===== config.mk =====
export PLATFORM = sky130hd
export DESIGN_NAME = imu_tilt_complementary_filter_core
export DESIGN_NICKNAME = d
export VERILOG_FILES = /design/src/sv/itcf_pkg.sv /design/src/sv/imu_tilt_complementary_filter_core.sv /design/src/sv/itcf_cordic.sv /design/src/sv/itcf_serial_mul.sv
export SDC_FILE = /design/constraint.sdc
export NUM_CORES = 2
export LEC_CHECK = 0
export BUFFER_PORTS_ARGS = -buffer_cell sky130_fd_sc_hd__buf_2
export CAP_MARGIN = 30
export CORE_MARGIN = 10
export CORE_UTILIZATION = 55
export DETAILED_ROUTE_END_ITERATION = 10
export GPL_TIMING_DRIVEN = 0
export HOLD_SLACK_MARGIN = 0.08
export PLACE_DENSITY = 0.72
export SLEW_MARGIN = 20
export SYNTH_ARGS = -nofsm -noshare
export SYNTH_HDL_FRONTEND = slang
export SYNTH_SLANG_ARGS = --single-unit

===== constraint.sdc =====
create_clock -name clk -period 17.8 [get_ports clk]
set_clock_uncertainty 0.05 [all_clocks]
set_input_delay 1.78 -clock clk [delete_from_list [all_inputs] [get_ports clk]]
set_output_delay 1.78 -clock clk [all_outputs]
set_load 0.01 [all_outputs]

===== src/sv/itcf_pkg.sv =====
`default_nettype none
package itcf_pkg;
  localparam int AtanIter = 16;
  localparam int ZW = 24;
  localparam int XW = 34;
  localparam logic [ZW-1:0] PI_Q20 = 24'd3294199;

  localparam logic [2:0] REG_RANGE   = 3'd0;
  localparam logic [2:0] REG_XBIAS   = 3'd1;
  localparam logic [2:0] REG_YBIAS   = 3'd2;
  localparam logic [2:0] REG_WEIGHT  = 3'd3;
  localparam logic [2:0] REG_TIMEOUT = 3'd4;

  function automatic logic [ZW-1:0] atan_lut(input logic [4:0] i);
    logic [ZW-1:0] v;
    case (i)
      5'd0: v = 24'd823550;   5'd1: v = 24'd486170;
      5'd2: v = 24'd256879;   5'd3: v = 24'd130396;
      5'd4: v = 24'd65451;    5'd5: v = 24'd32757;
      5'd6: v = 24'd16383;    5'd7: v = 24'd8192;
      5'd8: v = 24'd4096;     5'd9: v = 24'd2048;
      5'd10: v = 24'd1024;    5'd11: v = 24'd512;
      5'd12: v = 24'd256;     5'd13: v = 24'd128;
      5'd14: v = 24'd64;      5'd15: v = 24'd32;
      5'd16: v = 24'd16;      5'd17: v = 24'd8;
      5'd18: v = 24'd4;       5'd19: v = 24'd2;
      5'd20: v = 24'd1;
      default: v = '0;
    endcase
    return v;
  endfunction

  function automatic logic [25:0] rate_lut(input logic [1:0] r);
    logic [25:0] v;
    case (r)
      2'd0: v = 26'd4687297;
      2'd1: v = 26'd9375207;
      2'd2: v = 26'd18721553;
      default: v = 26'd37443719;
    endcase
    return v;
  endfunction
endpackage
`default_nettype wire


===== src/sv/imu_tilt_complementary_filter_core.sv =====
`default_nettype none
// Complementary tilt filter, one sample in flight at a time. Both CORDIC atan2
// units run 16 rotations in parallel; a snapped sample then skips the
// multiplier and goes to the output register. For a blended sample, one
// bit-serial multiplier, shared by both axes, takes one bit of its b operand
// per cycle, first for dt*K (23 to 26 bits, once per sample), then
// per axis for the gyro increment (up to 42 bits of dt*K), alpha and
// 1024-alpha. The next transfer is taken once the result sits in the output
// register; a result still waiting there holds the following finished sample.
module imu_tilt_complementary_filter_core (
  input  wire logic               clk,
  input  wire logic               rst_n,
  input  wire logic               in_valid,
  output logic                    in_stall,
  input  wire logic signed [15:0] in_accel_x,
  input  wire logic signed [15:0] in_accel_y,
  input  wire logic signed [15:0] in_accel_z,
  input  wire logic signed [15:0] in_gyro_x,
  input  wire logic signed [15:0] in_gyro_y,
  input  wire logic [31:0]        in_tick_ms,
  output logic                    out_valid,
  input  wire logic               out_stall,
  output logic signed [15:0]      out_tilt_x,
  output logic signed [15:0]      out_tilt_y,
  output logic                    out_snapped,
  input  wire logic               cfg_we,
  input  wire logic [2:0]         cfg_index,
  input  wire logic [15:0]        cfg_data
);
  import itcf_pkg::*;

  localparam logic [2:0] S_IDLE = 3'd0, S_ATAN = 3'd1, S_GYRO = 3'd2,
                         S_BLA = 3'd3, S_BLB = 3'd4, S_NEXT = 3'd5, S_OUT = 3'd6,
                         S_DTK = 3'd7;

  logic [1:0] range_r;
  logic signed [15:0] xbias_r, ybias_r;
  logic [10:0] weight_r;
  logic [15:0] timeout_r;
  logic signed [15:0] ang_x_r, ang_y_r;
  logic [31:0] last_r;
  logic [15:0] dt_r;
  logic [41:0] dtk_r;
  logic [2:0] st_r;
  logic axis_r, snap_r, phase_r;
  logic signed [15:0] gx_r, gy_r, acc_x_r, acc_y_r;
  logic signed [75:0] sum_r;
  logic signed [37:0] pi_r;

  logic cx_done, cy_done, m_done, m_start;
  logic signed [15:0] cx_ang, cy_ang;
  logic signed [37:0] m_a;
  logic [57:0] m_b;
  logic signed [75:0] m_prod;
  logic in_xfer, launch;
  logic [10:0] a_eff;
  logic signed [17:0] rate;
  logic signed [15:0] acc_cur, ang_cur;
  logic signed [75:0] inc_full, bl_full;
  logic signed [15:0] blend_res;
  logic signed [37:0] pi_full;

  assign in_stall = (st_r != S_IDLE);
  assign in_xfer = in_valid && !in_stall;
  assign a_eff = (weight_r > 11'd1024) ? 11'd1024 : weight_r;

  itcf_cordic u_cx (.clk, .rst_n, .start(in_xfer), .num(in_accel_x), .den(in_accel_z),
                    .done(cx_done), .angle(cx_ang));
  itcf_cordic u_cy (.clk, .rst_n, .start(in_xfer), .num(in_accel_y), .den(in_accel_z),
                    .done(cy_done), .angle(cy_ang));
  itcf_serial_mul u_mul (.clk, .rst_n, .start(m_start), .a(m_a), .b(m_b),
                         .done(m_done), .prod(m_prod));

  // rate for current axis: x uses -(gy-bias), y uses gx-bias
  assign rate = axis_r ? (18'(gx_r) - 18'(xbias_r)) : (18'(ybias_r) - 18'(gy_r));
  assign acc_cur = axis_r ? acc_y_r : acc_x_r;
  assign ang_cur = axis_r ? ang_y_r : ang_x_r;
  assign inc_full = (m_prod + 76'sd2147483648) >>> 32;
  assign bl_full = (sum_r + m_prod + 76'sd512) >>> 10;
  assign blend_res = (bl_full > 76'sd32767) ? 16'sh7fff :
                     (bl_full < -76'sd32768) ? 16'sh8000 : bl_full[15:0];

  // prev+inc reaches about 26 bits at the longest gap; keep it whole
  assign pi_full = 38'(ang_cur) + 38'(inc_full);

  // each multiply stage: launch cycle, then wait for done
  assign launch = !phase_r &&
                  (st_r == S_DTK || st_r == S_GYRO || st_r == S_BLA || st_r == S_BLB);
  assign m_start = launch;

  always_comb begin
    m_a = '0; m_b = '0;
    unique case (st_r)
      S_DTK:  begin m_a = 38'(dt_r); m_b = 58'(rate_lut(range_r)); end
      S_GYRO: begin m_a = 38'(rate); m_b = 58'(dtk_r); end
      S_BLA:  begin m_a = 38'(acc_cur); m_b = 58'(a_eff); end
      S_BLB:  begin m_a = pi_r; m_b = 58'(11'd1024 - a_eff); end
      default: ;
    endcase
  end

  always_ff @(posedge clk) begin
    if (!rst_n) begin
      range_r <= '0; xbias_r <= '0; ybias_r <= '0;
      weight_r <= 11'd102; timeout_r <= 16'd50;
      ang_x_r <= '0; ang_y_r <= '0; last_r <= '0;
      st_r <= S_IDLE; out_valid <= 1'b0; phase_r <= 1'b0;
    end else begin
      if (cfg_we) begin
        unique case (cfg_index)
          REG_RANGE:   range_r <= cfg_data[1:0];
          REG_XBIAS:   xbias_r <= cfg_data;
          REG_YBIAS:   ybias_r <= cfg_data;
          REG_WEIGHT:  weight_r <= cfg_data[10:0];
          REG_TIMEOUT: timeout_r <= cfg_data;
          default: ;
        endcase
      end
      if (st_r == S_OUT && (!out_valid || !out_stall)) out_valid <= 1'b1;
      else if (out_valid && !out_stall) out_valid <= 1'b0;
      unique case (st_r)
        S_IDLE: if (in_xfer) begin
          // the gap only matters when it is within the 16-bit timeout
          dt_r <= 16'(in_tick_ms - last_r);
          snap_r <= (in_tick_ms - last_r) > 32'(timeout_r);
          last_r <= in_tick_ms;
          gx_r <= in_gyro_x; gy_r <= in_gyro_y;
          axis_r <= 1'b0; st_r <= S_ATAN;
        end
        S_ATAN: if (cx_done) begin
          acc_x_r <= cx_ang; acc_y_r <= cy_ang;
          st_r <= snap_r ? S_OUT : S_DTK; phase_r <= 1'b0;
        end
        S_DTK: begin
          if (!phase_r) begin phase_r <= 1'b1; end
          else if (m_done) begin
            dtk_r <= m_prod[41:0]; phase_r <= 1'b0; st_r <= S_GYRO;
          end
        end
        S_GYRO: begin
          if (!phase_r) begin phase_r <= 1'b1; end
          else if (m_done) begin
            pi_r <= pi_full; phase_r <= 1'b0; st_r <= S_BLA;
          end
        end
        S_BLA: begin
          if (!phase_r) begin phase_r <= 1'b1; end
          else if (m_done) begin
            sum_r <= m_prod; phase_r <= 1'b0; st_r <= S_BLB;
          end
        end
        S_BLB: begin
          if (!phase_r) begin phase_r <= 1'b1; end
          else if (m_done) begin
            phase_r <= 1'b0;
            if (axis_r) ang_y_r <= blend_res; else ang_x_r <= blend_res;
            st_r <= S_NEXT;
          end
        end
        S_NEXT: begin
          if (axis_r) st_r <= S_OUT;
          else begin axis_r <= 1'b1; st_r <= S_GYRO; end
        end
        S_OUT: if (!out_valid || !out_stall) begin
          if (snap_r) begin
            out_tilt_x <= acc_x_r; out_tilt_y <= acc_y_r;
            ang_x_r <= acc_x_r; ang_y_r <= acc_y_r;
          end else begin
            out_tilt_x <= ang_x_r; out_tilt_y <= ang_y_r;
          end
          out_snapped <= snap_r; st_r <= S_IDLE;
        end
        default: st_r <= S_IDLE;
      endcase
    end
  end

  assert property (@(posedge clk) disable iff (!rst_n) in_xfer |=> in_stall)
    else $error("accepted sample while busy");
  assert property (@(posedge clk) disable iff (!rst_n)
    (out_valid && out_stall) |=> (out_valid && $stable(out_tilt_x)))
    else $error("result lost under stall");
  assert property (@(posedge clk) disable iff (!rst_n) cx_done |-> cy_done)
    else $error("cordic units out of step");
endmodule
`default_nettype wire


===== src/sv/itcf_cordic.sv =====
`default_nettype none
// Vectoring CORDIC, one rotation per cycle; result in Q2.13.
module itcf_cordic (
  input  wire logic               clk,
  input  wire logic               rst_n,
  input  wire logic               start,
  input  wire logic signed [15:0] num,
  input  wire logic signed [15:0] den,
  output logic                    done,
  output logic signed [15:0]      angle
);
  import itcf_pkg::*;
  logic signed [XW-1:0] x_r, y_r, x_nxt, y_nxt;
  logic signed [ZW-1:0] z_r, z_nxt;
  logic [4:0] i_r, i_nxt;
  logic busy_r, busy_nxt, done_r, done_nxt;
  logic signed [XW-1:0] xs, ys, x0, y0;
  logic signed [ZW:0] zr;

  assign x0 = XW'(den) <<< 14;
  assign y0 = XW'(num) <<< 14;
  assign xs = x_r >>> i_r;
  assign ys = y_r >>> i_r;
  assign zr = ZW'(z_r + ZW'(64)) >>> 7;
  assign angle = zr[15:0];
  assign done = done_r;

  always_comb begin
    x_nxt = x_r; y_nxt = y_r; z_nxt = z_r; i_nxt = i_r;
    busy_nxt = busy_r; done_nxt = 1'b0;
    if (start) begin
      i_nxt = '0; busy_nxt = 1'b1;
      if (den < 0) begin
        x_nxt = -x0; y_nxt = -y0;
        z_nxt = (num >= 0) ? PI_Q20 : -PI_Q20;
      end else begin
        x_nxt = x0; y_nxt = y0; z_nxt = '0;
      end
    end else if (busy_r) begin
      if (y_r >= 0) begin
        x_nxt = x_r + ys; y_nxt = y_r - xs; z_nxt = z_r + atan_lut(i_r);
      end else begin
        x_nxt = x_r - ys; y_nxt = y_r + xs; z_nxt = z_r - atan_lut(i_r);
      end
      i_nxt = i_r + 5'd1;
      if (i_r == 5'(AtanIter - 1)) begin
        busy_nxt = 1'b0; done_nxt = 1'b1;
      end
    end
  end

  always_ff @(posedge clk) begin
    x_r <= x_nxt; y_r <= y_nxt; z_r <= z_nxt; i_r <= i_nxt;
    if (!rst_n) begin
      busy_r <= 1'b0; done_r <= 1'b0;
    end else begin
      busy_r <= busy_nxt; done_r <= done_nxt;
    end
  end
endmodule
`default_nettype wire


===== src/sv/itcf_serial_mul.sv =====
`default_nettype none
// Shift-add multiplier, one multiplier bit per cycle (unsigned b, signed a).
module itcf_serial_mul (
  input  wire logic               clk,
  input  wire logic               rst_n,
  input  wire logic               start,
  input  wire logic signed [37:0] a,
  input  wire logic [57:0]        b,
  output logic                    done,
  output logic signed [75:0]      prod
);
  logic signed [75:0] acc_r, acc_nxt, a_r, a_nxt;
  logic [57:0] b_r, b_nxt;
  logic busy_r, busy_nxt, done_r, done_nxt;
  assign prod = acc_r;
  assign done = done_r;
  always_comb begin
    acc_nxt = acc_r; a_nxt = a_r; b_nxt = b_r;
    busy_nxt = busy_r; done_nxt = 1'b0;
    if (start) begin
      acc_nxt = '0; a_nxt = 76'(a); b_nxt = b; busy_nxt = 1'b1;
    end else if (busy_r) begin
      if (b_r[0]) acc_nxt = acc_r + a_r;
      a_nxt = a_r <<< 1;
      b_nxt = b_r >> 1;
      if (b_r[57:1] == '0) begin
        busy_nxt = 1'b0; done_nxt = 1'b1;
      end
    end
  end
  always_ff @(posedge clk) begin
    acc_r <= acc_nxt; a_r <= a_nxt; b_r <= b_nxt;
    if (!rst_n) begin
      busy_r <= 1'b0; done_r <= 1'b0;
    end else begin
      busy_r <= busy_nxt; done_r <= done_nxt;
    end
  end
endmodule
`default_nettype wire

==> results.cfg <==
[logic_synthesis]
syn-cell-area_um2 = 68400
synth-async-reset-ratio_pct = 0
synth-main-ff-cell = edfxtp_1
yosysSeqAreaShare_pct = 33.4
synth_warnings = 0
syn-num-nets = 8291
synth-edff-count = 587
synthCells = 7594
synth-seq-cells = 848
syn_avg_cell_area_um2 = 9.00
synth.distinct_cells = 109

[timing]
rsz0062_at_grt = false
period_share_pct = 53.9
setup_viol = 0
finalHoldViolCount = 0
slew_headroom_pct = 29.9
min_period_ns = 9.59
slew_violations = 0
tightest_slew_ns = 1.05
layout_setup_ws_ns = 8.21
finalSetupTns_ns = 0
fmax_mhz = 104
hold_slack_ns = 0.380

[final_layout]
drive_gt1_share_pct = 9.83
fill_cells = 10800
ff_latch_area_um2 = 22900
area_delta_synth_final_pct = 10.3
nNetsFinal = 8590
final_cell_mix = nand2_1, a21oi_1, nor2_1
design_area_um2 = 75400
layout_commonest_cell = nand2_1
multi_input_area_um2 = 43100

[place]
dpl_worst_slack_ns = 8.50
placed_cell_area_um2 = 71900
place_hpwl_um = 194000
place.gp.congestion = 1.03
port_buffers = 169

[worst_setup_path]
cpMaxStageDelayCell = clkbuf_1
critical_path_class = reg -> reg
arrival_ns = 9.99
end_kind = register
critical-path-top-delay-family = buffers and inverters
cp-start-kind = register
cp_slowest_stage_delay_ns = 0.70
required_ns = 18.19
path_buf_inv = 9
critPathMaxFanout = 10

[clock_network]
cts_num_sinks = 848
clk_latency_ns = 0.74
clockBufferDepth = 3
cts-root-buf = clkbuf_16
cts_resized = 0
hold_buffers = 0
cts_tree = built
h-tree-depth = 3
cts_made_buffers = 97
postCtsSetupBuffers = 0
path_clk_slew_ns = 0.06

[global_route]
groute.usage.overall_pct = 34.1
grt_pass1_wl_um = 364000
antenna_found_initial = 4
grt_max_degree = 56
grt_pass1_vias = 59800
grt_overflow_total = 0

[detailed_routing]
drc = 0
wl_um = 245000
first_pass_iters = 8
vias = 62200
wl_per_cell_um = 25.4
routed_via_density = 6.47
drtIter0Drc = 6539
ant_nets = 0

[floorplan]
chipHeight_um = 373
start_util_pct = 55.3
die_x_um = 373
rows = 129
io_pins = 171
die_area_um2 = 139000
coreArea_um2 = 124000

[run]
maxCapViolCount = 0

[run_status]
status = finished, final reports clean

[worst_hold_path]
hp-class = reg -> reg
-- worst reg2reg max path: cells and delay by family, from the launching register on --
family,cells,cell delay (ns)
AO/OA/AOI/OAI,14,3.10
AND/OR/NAND/NOR,3,0.52
adder cells (fa/ha/maj),2,0.63
buffers and inverters,9,4.08
XOR/XNOR,2,0.63
flip-flops,1,0.30
-- cell usage after synthesis (228+ instances only) --
cell type	n	share of area, %
a21o_1	265	2.9
a21oi_1	668	4.9
clkbuf_1	254	1.4
dfxtp_1	261	7.6
edfxtp_1	587	26
ha_1	550	10
inv_1	265	1.5
nand2_1	956	5.2
nor2_1	612	3.4
o21ai_0	477	3.5
xnor2_1	374	4.8
xor2_1	228	2.9
-- per-layer routing --
metal	track usage, %	up-vias	routed length [µm]
met5	0	-	34
met4	17.6	4	14100
met3	6.38	650	22000
met2	55.7	3081	112000
met1	42.9	29900	96200
li1	-	28600	-
-- area by class of cell --
class | instances | share of cell area [%]
Clock buffer | 118 | 3.57
Antenna cell | 1 | 0.00332
Multi-Input combinational cell | 6121 | 57.2
Clock inverter | 64 | 1.10
Inverter | 274 | 1.36
Sequential cell | 848 | 30.3
Timing Repair Buffer | 200 | 1.84
Buffer | 351 | 1.94
Tap cell | 1637 | 2.72
-- cell families (layout without fill, tap and decap cells) --
family	Yosys count	in the layout	synth area share, %
AOI/OAI and AO/OA	2091	2091	19.2
and+or+nand+nor	2496	2496	16.9
adders and majority gates	561	561	10.4
muxes	368	368	8.63
DFF	848	848	33.4
other	1	2	0.00549
xor gates and xnor gates	604	604	7.78
buffers and inverters	625	1007	3.64
-- worst paths after layout --
check / slack (ns) / endpoint / cells after the start / from
setup / recovery: 8.21 / u_cy.y_r[33] / 30 / u_cy.i_r[4]
hold / removal: 0.38 / sum_r[75] / 0 / u_mul.prod[75]
setup reg to reg: 8.21 / u_cy.y_r[33] / 30 / u_cy.i_r[4]
hold reg to reg: 0.38 / sum_r[75] / 0 / u_mul.prod[75]
-- flip-flops by register name, summed over array words and instances, names as in the netlist, 32 cells and up, named ones only --
| signal | cells |
|---|---|
| u_mul.a_r | 76 |
| u_mul.prod | 76 |
| u_mul.b_r | 58 |
| u_cx.y_r | 34 |
| dtk_r | 42 |
| u_cy.x_r | 34 |
| u_cx.x_r | 34 |
| last_r | 32 |
| pi_r | 38 |
| u_cy.y_r | 34 |
| sum_r | 76 |
-- per-stage QoR --
stage / std cells / utilization (%)
after floorplan: 7594 / -
after global placement: 9400 / 57.6
after detailed placement: 9429 / 58.1
after CTS: 9611 / 61.0
after global routing: 9614 / 61.0
final: 9614 / 61.0
Power is not shown: default switching activity piles up to over one toggle a cycle in this logic, so the estimate is an artifact.
